===== src/rtl/swaa_pkg.sv =====
// Package with the shared types, constants and codes of the window average alarm.
`default_nettype none

package swaa_pkg;

  // Window depth default and field widths.
  localparam int unsigned WINDOW_DEF = 8;
  localparam int unsigned DATA_W     = 8;
  localparam int unsigned CNT8_W     = 8;
  localparam int unsigned CFG_IDX_W  = 2;

  // Register reset values.
  localparam logic signed [DATA_W-1:0] TEMP_LIMIT_RST     = 8'sd30;
  localparam logic [DATA_W-1:0]        HUMIDITY_LIMIT_RST = 8'd80;
  localparam logic [CNT8_W-1:0]        REPORT_PERIOD_RST  = 8'd5;
  localparam logic [CNT8_W-1:0]        STATS_PERIOD_RST   = 8'd15;
  localparam logic [CNT8_W-1:0]        CNT_SAT            = 8'hFF;

  // Configuration register indexes.
  typedef enum logic [CFG_IDX_W-1:0] {
    CFG_TEMP_LIMIT     = 2'd0,
    CFG_HUMIDITY_LIMIT = 2'd1,
    CFG_REPORT_PERIOD  = 2'd2,
    CFG_STATS_PERIOD   = 2'd3
  } cfg_reg_e;

  // Controller states.
  typedef enum logic [2:0] {
    ST_IDLE,
    ST_WRITE,
    ST_READ,
    ST_DRAIN,
    ST_DIV_LOAD,
    ST_DIV,
    ST_FINISH
  } state_e;

  // Input transaction payload.
  typedef struct packed {
    logic signed [DATA_W-1:0] temperature;
    logic [DATA_W-1:0]        humidity;
    logic                     reading_ok;
    logic                     update_busy;
  } in_item_t;

  // Output transaction payload.
  typedef struct packed {
    logic signed [DATA_W-1:0] avg_temperature;
    logic [DATA_W-1:0]        avg_humidity;
    logic signed [DATA_W-1:0] current_temperature;
    logic [DATA_W-1:0]        current_humidity;
    logic                     temp_alert;
    logic                     humidity_alert;
    logic                     led_level;
    logic                     report_due;
    logic                     alarm_report_due;
    logic                     stats_due;
  } out_item_t;

  // Commands from the controller to the datapath.
  typedef struct packed {
    logic cap;
    logic wr;
    logic rd;
    logic div_load;
    logic div_step;
    logic finish;
  } cmd_t;

  // Status from the datapath to the controller.
  typedef struct packed {
    logic last_rd;
    logic div_done;
    logic out_free;
  } status_t;

endpackage

`default_nettype wire


===== src/rtl/swaa_ram.sv =====
// Generic single write port, single read port RAM with registered read data.
`default_nettype none

module swaa_ram #(
  parameter int unsigned WIDTH = 8,
  parameter int unsigned DEPTH = 8
) (
  input  wire logic                                    clk_i,
  input  wire logic                                    we_i,
  input  wire logic [((DEPTH > 1) ? $clog2(DEPTH) : 1)-1:0] waddr_i,
  input  wire logic [WIDTH-1:0]                        wdata_i,
  input  wire logic [((DEPTH > 1) ? $clog2(DEPTH) : 1)-1:0] raddr_i,
  output logic      [WIDTH-1:0]                        rdata_o
);

  logic [WIDTH-1:0] mem_q [DEPTH];

  // Write port and registered read port.
  always_ff @(posedge clk_i) begin
    if (we_i) begin
      mem_q[waddr_i] <= wdata_i;
    end
    rdata_o <= mem_q[raddr_i];
  end

endmodule

`default_nettype wire


===== src/rtl/swaa_ctrl.sv =====
// Controller state machine that sequences one reading through the datapath.
`default_nettype none

module swaa_ctrl (
  input  wire logic               clk_i,
  input  wire logic               rst_ni,
  input  wire logic               in_valid_i,
  input  wire logic               reading_ok_i,
  output logic                    in_stall_o,
  input  wire swaa_pkg::status_t  sts_i,
  output swaa_pkg::cmd_t          cmd_o
);

  swaa_pkg::state_e state_q, state_d;
  logic             accept;

  assign in_stall_o = (state_q != swaa_pkg::ST_IDLE);
  assign accept     = in_valid_i && !in_stall_o;

  // State register.
  always_ff @(posedge clk_i or negedge rst_ni) begin
    if (!rst_ni) begin
      state_q <= swaa_pkg::ST_IDLE;
    end else begin
      state_q <= state_d;
    end
  end

  // Next state and commands.
  always_comb begin
    state_d = state_q;
    cmd_o   = '0;
    unique case (state_q)
      swaa_pkg::ST_IDLE: begin
        // A reading that failed is taken and dropped here.
        if (accept && reading_ok_i) begin
          cmd_o.cap = 1'b1;
          state_d   = swaa_pkg::ST_WRITE;
        end
      end
      swaa_pkg::ST_WRITE: begin
        cmd_o.wr = 1'b1;
        state_d  = swaa_pkg::ST_READ;
      end
      swaa_pkg::ST_READ: begin
        cmd_o.rd = 1'b1;
        if (sts_i.last_rd) begin
          state_d = swaa_pkg::ST_DRAIN;
        end
      end
      swaa_pkg::ST_DRAIN: begin
        // The last read word is added in this cycle.
        state_d = swaa_pkg::ST_DIV_LOAD;
      end
      swaa_pkg::ST_DIV_LOAD: begin
        cmd_o.div_load = 1'b1;
        state_d        = swaa_pkg::ST_DIV;
      end
      swaa_pkg::ST_DIV: begin
        if (sts_i.div_done) begin
          state_d = swaa_pkg::ST_FINISH;
        end else begin
          cmd_o.div_step = 1'b1;
        end
      end
      swaa_pkg::ST_FINISH: begin
        if (sts_i.out_free) begin
          cmd_o.finish = 1'b1;
          state_d      = swaa_pkg::ST_IDLE;
        end
      end
      default: begin
        state_d = swaa_pkg::ST_IDLE;
      end
    endcase
  end

endmodule

`default_nettype wire


===== src/rtl/swaa_dp.sv =====
// Datapath: ring memories, sum accumulators, serial dividers, pacing counters, output register.
`default_nettype none

module swaa_dp #(
  parameter int unsigned WINDOW = swaa_pkg::WINDOW_DEF
) (
  input  wire logic                              clk_i,
  input  wire logic                              rst_ni,
  input  wire swaa_pkg::in_item_t                in_data_i,
  input  wire logic                              cfg_we_i,
  input  wire logic [swaa_pkg::CFG_IDX_W-1:0]    cfg_idx_i,
  input  wire logic [swaa_pkg::DATA_W-1:0]       cfg_wdata_i,
  input  wire swaa_pkg::cmd_t                    cmd_i,
  output swaa_pkg::status_t                      sts_o,
  output logic                                   out_valid_o,
  input  wire logic                              out_stall_i,
  output swaa_pkg::out_item_t                    out_data_o
);

  localparam int unsigned DW    = swaa_pkg::DATA_W;
  localparam int unsigned IDX_W = (WINDOW > 1) ? $clog2(WINDOW) : 1;
  localparam int unsigned CNT_W = $clog2(WINDOW + 1);
  localparam int unsigned SUM_W = DW + CNT_W;
  localparam int unsigned DCW   = $clog2(SUM_W + 1);
  localparam logic [IDX_W-1:0] SLOT_LAST = IDX_W'(WINDOW - 1);
  localparam logic [CNT_W-1:0] FILL_MAX  = CNT_W'(WINDOW);
  localparam logic [DCW-1:0]   DIV_STEPS = DCW'(SUM_W);

  // Configuration registers.
  logic signed [DW-1:0]             temp_limit_q;
  logic [DW-1:0]                    humidity_limit_q;
  logic [swaa_pkg::CNT8_W-1:0]      report_period_q, stats_period_q;

  // Control state.
  logic [IDX_W-1:0]                 slot_q, rd_idx_q;
  logic [CNT_W-1:0]                 fill_q;
  logic                             rd_vld_q;
  logic [DCW-1:0]                   div_cnt_q;
  logic [swaa_pkg::CNT8_W-1:0]      report_cnt_q, stats_cnt_q;
  logic                             led_q;

  // Payload registers.
  logic signed [DW-1:0]             cur_t_q;
  logic [DW-1:0]                    cur_h_q;
  logic                             busy_q;
  logic signed [SUM_W-1:0]          tsum_q;
  logic [SUM_W-1:0]                 hsum_q;
  logic                             tneg_q;
  logic [SUM_W-1:0]                 tquo_q, hquo_q;
  logic [CNT_W-1:0]                 trem_q, hrem_q;

  logic [DW-1:0]                    t_rdata, h_rdata;

  // Ring memories, written at the write slot and read in order from slot zero.
  swaa_ram #(.WIDTH(DW), .DEPTH(WINDOW)) u_temp_ring (
    .clk_i   (clk_i),
    .we_i    (cmd_i.wr),
    .waddr_i (slot_q),
    .wdata_i (cur_t_q),
    .raddr_i (rd_idx_q),
    .rdata_o (t_rdata)
  );

  swaa_ram #(.WIDTH(DW), .DEPTH(WINDOW)) u_humidity_ring (
    .clk_i   (clk_i),
    .we_i    (cmd_i.wr),
    .waddr_i (slot_q),
    .wdata_i (cur_h_q),
    .raddr_i (rd_idx_q),
    .rdata_o (h_rdata)
  );

  // Configuration writes.
  always_ff @(posedge clk_i or negedge rst_ni) begin
    if (!rst_ni) begin
      temp_limit_q     <= swaa_pkg::TEMP_LIMIT_RST;
      humidity_limit_q <= swaa_pkg::HUMIDITY_LIMIT_RST;
      report_period_q  <= swaa_pkg::REPORT_PERIOD_RST;
      stats_period_q   <= swaa_pkg::STATS_PERIOD_RST;
    end else if (cfg_we_i) begin
      unique case (cfg_idx_i)
        swaa_pkg::CFG_TEMP_LIMIT:     temp_limit_q     <= cfg_wdata_i;
        swaa_pkg::CFG_HUMIDITY_LIMIT: humidity_limit_q <= cfg_wdata_i;
        swaa_pkg::CFG_REPORT_PERIOD:  report_period_q  <= cfg_wdata_i;
        swaa_pkg::CFG_STATS_PERIOD:   stats_period_q   <= cfg_wdata_i;
        default: ;
      endcase
    end
  end

  // Captured reading.
  always_ff @(posedge clk_i) begin
    if (cmd_i.cap) begin
      cur_t_q <= in_data_i.temperature;
      cur_h_q <= in_data_i.humidity;
      busy_q  <= in_data_i.update_busy;
    end
  end

  // Ring slot, fill count and read index.
  always_ff @(posedge clk_i or negedge rst_ni) begin
    if (!rst_ni) begin
      slot_q   <= '0;
      fill_q   <= '0;
      rd_idx_q <= '0;
      rd_vld_q <= 1'b0;
    end else begin
      rd_vld_q <= cmd_i.rd;
      if (cmd_i.wr) begin
        slot_q   <= (slot_q == SLOT_LAST) ? '0 : slot_q + 1'b1;
        rd_idx_q <= '0;
        if (fill_q != FILL_MAX) begin
          fill_q <= fill_q + 1'b1;
        end
      end else if (cmd_i.rd) begin
        rd_idx_q <= rd_idx_q + 1'b1;
      end
    end
  end

  assign sts_o.last_rd = ((CNT_W'(rd_idx_q) + 1'b1) == fill_q);

  // Sum accumulators, each read word added in the cycle after its read.
  always_ff @(posedge clk_i) begin
    if (cmd_i.wr) begin
      tsum_q <= '0;
      hsum_q <= '0;
    end else if (rd_vld_q) begin
      tsum_q <= tsum_q + SUM_W'(signed'(t_rdata));
      hsum_q <= hsum_q + SUM_W'(h_rdata);
    end
  end

  // Restoring dividers for the two averages, one quotient bit a step.
  logic [CNT_W:0] ttrial, htrial;
  logic           tfit, hfit;

  assign ttrial = {trem_q, tquo_q[SUM_W-1]};
  assign htrial = {hrem_q, hquo_q[SUM_W-1]};
  assign tfit   = (ttrial >= {1'b0, fill_q});
  assign hfit   = (htrial >= {1'b0, fill_q});

  always_ff @(posedge clk_i) begin
    if (cmd_i.div_load) begin
      // Temperature is divided as a magnitude and the sign put back afterwards.
      tneg_q <= tsum_q[SUM_W-1];
      tquo_q <= tsum_q[SUM_W-1] ? SUM_W'(-tsum_q) : SUM_W'(tsum_q);
      hquo_q <= hsum_q;
      trem_q <= '0;
      hrem_q <= '0;
    end else if (cmd_i.div_step) begin
      tquo_q <= {tquo_q[SUM_W-2:0], tfit};
      hquo_q <= {hquo_q[SUM_W-2:0], hfit};
      trem_q <= tfit ? CNT_W'(ttrial - {1'b0, fill_q}) : CNT_W'(ttrial);
      hrem_q <= hfit ? CNT_W'(htrial - {1'b0, fill_q}) : CNT_W'(htrial);
    end
  end

  always_ff @(posedge clk_i or negedge rst_ni) begin
    if (!rst_ni) begin
      div_cnt_q <= '0;
    end else if (cmd_i.div_load) begin
      div_cnt_q <= '0;
    end else if (cmd_i.div_step) begin
      div_cnt_q <= div_cnt_q + 1'b1;
    end
  end

  assign sts_o.div_done = (div_cnt_q == DIV_STEPS);

  // Averages, alerts, LED and pacing strobes.
  logic signed [DW-1:0]         avg_t;
  logic [DW-1:0]                avg_h, tq;
  logic                         talert, halert, any_alert;
  logic [swaa_pkg::CNT8_W-1:0]  rep_inc, sts_inc;
  logic                         rep_fire, sts_fire;

  assign tq        = tquo_q[DW-1:0];
  assign avg_t     = tneg_q ? -tq : tq;
  assign avg_h     = hquo_q[DW-1:0];
  assign talert    = (avg_t > temp_limit_q);
  assign halert    = (avg_h > humidity_limit_q);
  assign any_alert = talert || halert;
  assign rep_inc   = (report_cnt_q == swaa_pkg::CNT_SAT) ? report_cnt_q : report_cnt_q + 1'b1;
  assign sts_inc   = (stats_cnt_q == swaa_pkg::CNT_SAT) ? stats_cnt_q : stats_cnt_q + 1'b1;
  assign rep_fire  = (rep_inc >= report_period_q) && !busy_q;
  assign sts_fire  = (sts_inc >= stats_period_q) && !busy_q;

  always_ff @(posedge clk_i or negedge rst_ni) begin
    if (!rst_ni) begin
      report_cnt_q <= '0;
      stats_cnt_q  <= '0;
      led_q        <= 1'b1;
    end else if (cmd_i.finish) begin
      report_cnt_q <= rep_fire ? '0 : rep_inc;
      stats_cnt_q  <= sts_fire ? '0 : sts_inc;
      led_q        <= any_alert ? !led_q : 1'b1;
    end
  end

  // Output register; the next reading may be taken while a result waits here.
  always_ff @(posedge clk_i or negedge rst_ni) begin
    if (!rst_ni) begin
      out_valid_o <= 1'b0;
    end else if (cmd_i.finish) begin
      out_valid_o <= 1'b1;
    end else if (!out_stall_i) begin
      out_valid_o <= 1'b0;
    end
  end

  always_ff @(posedge clk_i) begin
    if (cmd_i.finish) begin
      out_data_o.avg_temperature     <= avg_t;
      out_data_o.avg_humidity        <= avg_h;
      out_data_o.current_temperature <= cur_t_q;
      out_data_o.current_humidity    <= cur_h_q;
      out_data_o.temp_alert          <= talert;
      out_data_o.humidity_alert      <= halert;
      out_data_o.led_level           <= any_alert ? !led_q : 1'b1;
      out_data_o.report_due          <= rep_fire;
      out_data_o.alarm_report_due    <= rep_fire && any_alert;
      out_data_o.stats_due           <= sts_fire;
    end
  end

  assign sts_o.out_free = !out_valid_o || !out_stall_i;

endmodule

`default_nettype wire


===== src/rtl/sensor_window_average_alarm.sv =====
// Top level of the sensor window average alarm: controller plus datapath.
//
//   Channel  Direction  Handshake               Payload
//   in       input      in_valid_i / in_stall_o    swaa_pkg::in_item_t
//   out      output     out_valid_o / out_stall_i  swaa_pkg::out_item_t
//   cfg      input      cfg_we_i                   cfg_idx_i, cfg_wdata_i
//
// A valid reading is captured, written to the ring, summed over the F ring entries held (up to
// WINDOW, one memory read each) and divided by F in S = 8 + clog2(WINDOW+1) steps of the
// serial divider before its result is registered.
// A reading with reading_ok low is taken in the idle state and gives no result.
// Reset is asynchronous and active low; ring contents are not cleared, the fill count is.
// in_stall_o is high while a reading is being worked on; a result waiting under out_stall_i
// holds only the final step of the next reading.
`default_nettype none

module sensor_window_average_alarm #(
  parameter int unsigned WINDOW = swaa_pkg::WINDOW_DEF
) (
  input  wire logic                            clk_i,
  input  wire logic                            rst_ni,
  input  wire logic                            in_valid_i,
  output logic                                 in_stall_o,
  input  wire swaa_pkg::in_item_t              in_data_i,
  output logic                                 out_valid_o,
  input  wire logic                            out_stall_i,
  output swaa_pkg::out_item_t                  out_data_o,
  input  wire logic                            cfg_we_i,
  input  wire logic [swaa_pkg::CFG_IDX_W-1:0]  cfg_idx_i,
  input  wire logic [swaa_pkg::DATA_W-1:0]     cfg_wdata_i
);

  swaa_pkg::cmd_t    cmd;
  swaa_pkg::status_t sts;

  // Sequencing.
  swaa_ctrl u_ctrl (
    .clk_i        (clk_i),
    .rst_ni       (rst_ni),
    .in_valid_i   (in_valid_i),
    .reading_ok_i (in_data_i.reading_ok),
    .in_stall_o   (in_stall_o),
    .sts_i        (sts),
    .cmd_o        (cmd)
  );

  // Storage and arithmetic.
  swaa_dp #(.WINDOW(WINDOW)) u_dp (
    .clk_i       (clk_i),
    .rst_ni      (rst_ni),
    .in_data_i   (in_data_i),
    .cfg_we_i    (cfg_we_i),
    .cfg_idx_i   (cfg_idx_i),
    .cfg_wdata_i (cfg_wdata_i),
    .cmd_i       (cmd),
    .sts_o       (sts),
    .out_valid_o (out_valid_o),
    .out_stall_i (out_stall_i),
    .out_data_o  (out_data_o)
  );

endmodule

`default_nettype wire

===== config.mk =====
export PLATFORM = sky130hd
export DESIGN_NAME = sensor_window_average_alarm
export DESIGN_NICKNAME = d
export VERILOG_FILES = /design/src/rtl/swaa_pkg.sv /design/src/rtl/swaa_ram.sv /design/src/rtl/swaa_ctrl.sv /design/src/rtl/swaa_dp.sv /design/src/rtl/sensor_window_average_alarm.sv
export SDC_FILE = /design/constraint.sdc
export NUM_CORES = 1
export LEC_CHECK = 0
export ABC_CLOCK_PERIOD_IN_PS = 3300
export BUFFER_PORTS_ARGS = -buffer_cell sky130_fd_sc_hd__buf_2
export CORE_ASPECT_RATIO = 1.4
export CORE_MARGIN = 2
export CORE_UTILIZATION = 38
export DETAILED_ROUTE_END_ITERATION = 8
export GPL_TIMING_DRIVEN = 1
export SLEW_MARGIN = 20
export SYNTH_ARGS = -nofsm -noshare
export SYNTH_HDL_FRONTEND = slang
export SYNTH_SLANG_ARGS = --single-unit

===== constraint.sdc =====
create_clock -name clk_i -period 3.3 [get_ports clk_i]
set_clock_uncertainty 0.2 [all_clocks]
set_input_delay 0 -clock clk_i [delete_from_list [all_inputs] [get_ports clk_i]]
set_output_delay 0 -clock clk_i [all_outputs]
set_load 0.01 [all_outputs]

==> results.md <==
- Metal3 WL: 869 microns
- WS Path Type: reg2reg
- WL/cell: 16.3 microns
- PwrDens: 841 nW/um^2
- DP Wirelength: 19.3 mm
- Fin cells: 1786
- Drt first pass iters: 4
- Vias in the first global route: between 9000 and 10000
- Root buf cell: clkbuf_16
- Port-buffer cells: just over 70
- Synthesized cell area: 14600 sq um
- Top routing layer used: met4
- Initial antenna violation count: 0
- CP arrival: 3310 ps
- Die area: 40100 sq um
- Worst vdd ir: 0.425 mV
- Sequential area share after synthesis: 60.9%
- Largest net degree at the start of global routing: 47
- CP max-delay cell: dfrtp_1
- Post-synth EDFFs: 208
- DRT met1 WL: 12.3 mm
- Drt via density: between 5 and 6
- Clock-pin slew on the worst setup and hold paths: 60 ps
- Total track usage: about 15%
- WL final: 29.1 mm
- Via count: 9025
- Worst setup EP type: flip-flop
- Fraction of layout instances using a drive strength above 1: 20.9%
- Flop2flop setup slack: between 150 and 200 ps
- Clk_lat worst skew: 520 ps
- H-tree levels: 2
- Yosys warning count: 0
- Final Slew Violations: 0
- Gate power share: 33.6%
- Req. time, crit path: 3510 ps
- CP Cell Sequence: ha_2, and3_2, nand2_2, nand4_1, xnor2_1, ha_1, nand4_1, or2_1, o32ai_4, o21ai_2, a22o_2
- Number of hold violations in the final report: 0
- Fill cell count: ~3500
- Max clock buf depth: 3
- Most frequent CP cell: nand4_1
- IO Pins: 73
- Final Util: 45.7%
- Post-layout min period: 3100 ps
- Die height: 236 microns
- Grt ovf: 0
- N_diodes: 0
- Initial Util: 38.2%
- Lkg Pwr: around 0.0068 uW
- 1st-iter DRT viols: 428
- Site Rows: 85
- Width of the die: 170 microns
- Commonest register cell after synthesis: edfxtp_1
- CTS tree: built
- Sequential share of power: 40.9%
- Sw Pwr: 4870 uW
- Async set-reset flop share out of synthesis: between 20% and 30%
- Placed Cells: 1656
- Max-slew headroom: 53.1%
- Worst Setup Start Kind: flip-flop
- FMAX: 0.322 GHz
- Sw Ratio: 33.1%
- Worst path max stage delay: around 430 ps
- Synth-to-layout area growth: 19.5%
- Library cells used by synthesis: 68
- Least-Margin Pin Slew: 704 ps
- Status: complete, no violations
- Post-route DRC violation count: 0
- Cells after Synth: 1112
- DP Worst Slack: 50.4 ps
- Placer Congestion: 0.791
- RSZ-0062 raised after global routing: yes
- Nets: 1389
- Crit Path Max Fanout: 7
- Synthesized area per cell: 13.2 sq um
- Pint: 9850 uW
- First-pass GRT wire length: 46.6 mm
- Clock Sink Count: 324
- Routed length on met2: 15.4 mm
- Setup TNS: 0 ps
- Clk pwr share: 25.5%
- FF-to-FF path depth: 11
- CTS Buf Count: 35
- Core area: roughly 38000 sq um
- Setup Viol. Count Final: 0
- Post-route ant nets: 0
- PnR worst setup slack: 199 ps
- Synth Net Count: 1219
- Flops & latches, synth: 324
- Min-delay worst type: in2reg
- WHS Path Cells: 2
- Period Utilization, post-route: 94.0%
- Max capacitance violation total: 0
- Total chip power: 14700 uW
cells in the final DEF, fill, tap and decap left out, drive strengths merged, types with 14 or more instances in the layout:
| cell | Yosys | routed |
|---|---|---|
| mux2 | 51 | 51 |
| nand2 | 127 | 127 |
| mux4 | 32 | 32 |
| nor2 | 61 | 61 |
| inv | 61 | 62 |
| dlygate4sd3 | 0 | 66 |
| mux2i | 17 | 17 |
| nand3 | 25 | 25 |
| edfxtp | 208 | 208 |
| ha | 70 | 70 |
| a21o | 14 | 14 |
| xor2 | 15 | 15 |
| dfrtp | 55 | 55 |
| xnor2 | 25 | 25 |
| nor3 | 17 | 17 |
| dfxtp | 48 | 48 |
| o21ai | 76 | 76 |
| a21oi | 38 | 38 |
| clkbuf | 18 | 53 |
| buf | 16 | 101 |
area by class of cell:
class / instances / area, sq um / area share, %
flip-flops and latches: 324 / 8930 / 51.0
clock inverters: 10 / 88.8 / 0.508
well taps: 478 / 598 / 3.42
clock buffers: 53 / 1020 / 5.83
repair buffers: 167 / 1250 / 7.17
inverters: 62 / 233 / 1.33
multi-input cells: 692 / 5380 / 30.7
flip-flops by register name, indices dropped and copies added, names as in the netlist, 12 cells and up:
name                        cells
u_dp.tsum_q                    12
u_dp.out_data_o                38
u_dp.hquo_q                    12
u_dp.hsum_q                    12
u_dp.u_temp_ring.mem_q         64
u_dp.u_humidity_ring.mem_q     64
u_dp.tquo_q                    12
per-stage QoR:
stage               hold WS (ps)  cell area [sq um]
floorplan                   -496              14700
global placement           -23.7              15700
detailed placement         -21.9              15700
CTS                         10.4              17500
global route                19.8              17500
finish                      24.0              17500
power by group through the flow:
stage               registers (uW)  clock network (uW)  logic [uW]
finish                        6020                3750        4940
global route                  6150                4040        5610
global placement              6080                   0        4810
CTS                           6040                3850        5040
floorplan                     5840                   0        3880
detailed placement            6110                   0        4940
path summary, 6_finish.rpt:
| check | to | start |
|---|---|---|
| worst max-delay path | u_dp.stats_cnt_q[0] | u_dp.stats_cnt_q[0] |
| worst min-delay path | u_dp.cur_h_q[7] | in_data_i[9] |
| worst max register to register | u_dp.stats_cnt_q[0] | u_dp.stats_cnt_q[0] |
| worst min register to register | u_dp.out_data_o[22] | u_dp.hquo_q[0] |
| max in group asynchronous | u_dp.temp_limit_q[1] | rst_ni |
| min in group asynchronous | u_dp.stats_cnt_q[3] | rst_ni |
critical path: cells and delay by family, from the launching register on:
kind | cells | cell delay (ps)
DFF | 1 | 430
AOI/OAI and AO/OA | 3 | 770
xor gates and xnor gates | 1 | 180
and+or+nand+nor | 5 | 900
adders and majority gates | 2 | 540
synth_stat cells, types with 5 or more instances:
cell	number	share of area, %
dfxtp_1	48	6.6
inv_1	61	1.6
nand3_1	24	0.82
mux4_2	32	4.9
nand4_1	11	0.47
a211oi_1	5	0.26
o211ai_1	8	0.41
o21ai_0	71	2.4
ha_1	70	6.0
a21o_1	14	0.72
nand2_1	126	3.2
nor3b_1	6	0.31
clkbuf_1	17	0.44
mux2_2	51	3.9
nor2_1	60	1.5
buf_2	10	0.34
nand2b_1	7	0.30
a21oi_1	37	1.3
a21boi_0	5	0.26
o21a_1	6	0.31
nor3_1	17	0.58
buf_4	6	0.31
or3_1	8	0.34
nor2b_1	8	0.34
mux2i_1	17	1.2
edfxtp_1	208	43
xnor2_1	25	1.5
dfrtp_1	55	9.4
o31ai_1	7	0.36
dfstp_2	13	2.3
xor2_1	15	0.90
logic make-up after synthesis:
group           Yosys count  synth area share, %
compound gates          184                 8.07
xor+xnor                 40                 2.39
fa+ha+maj                74                 6.53
buf+inv                  96                 2.71
flops                   324                 60.9
mux                     100                 10.0
simple gates            294                 9.36
routing by layer:
layer  vias to the layer above  GRT usage (%)
met2                       137           27.6
li1                       4447              -
met3                        42           2.35
met4                         0           4.38
met1                      4399           17.0
met5                         -              0
timing repair:
item | in CTS | in global routing
resized for setup | 0 | 2
setup endpoints to repair | 0 | 7
hold endpoints to repair | 116 | 43
setup buffers | 0 | 1
hold buffers | 65 | 1
Note: power is estimated with default switching activity, not from simulation.
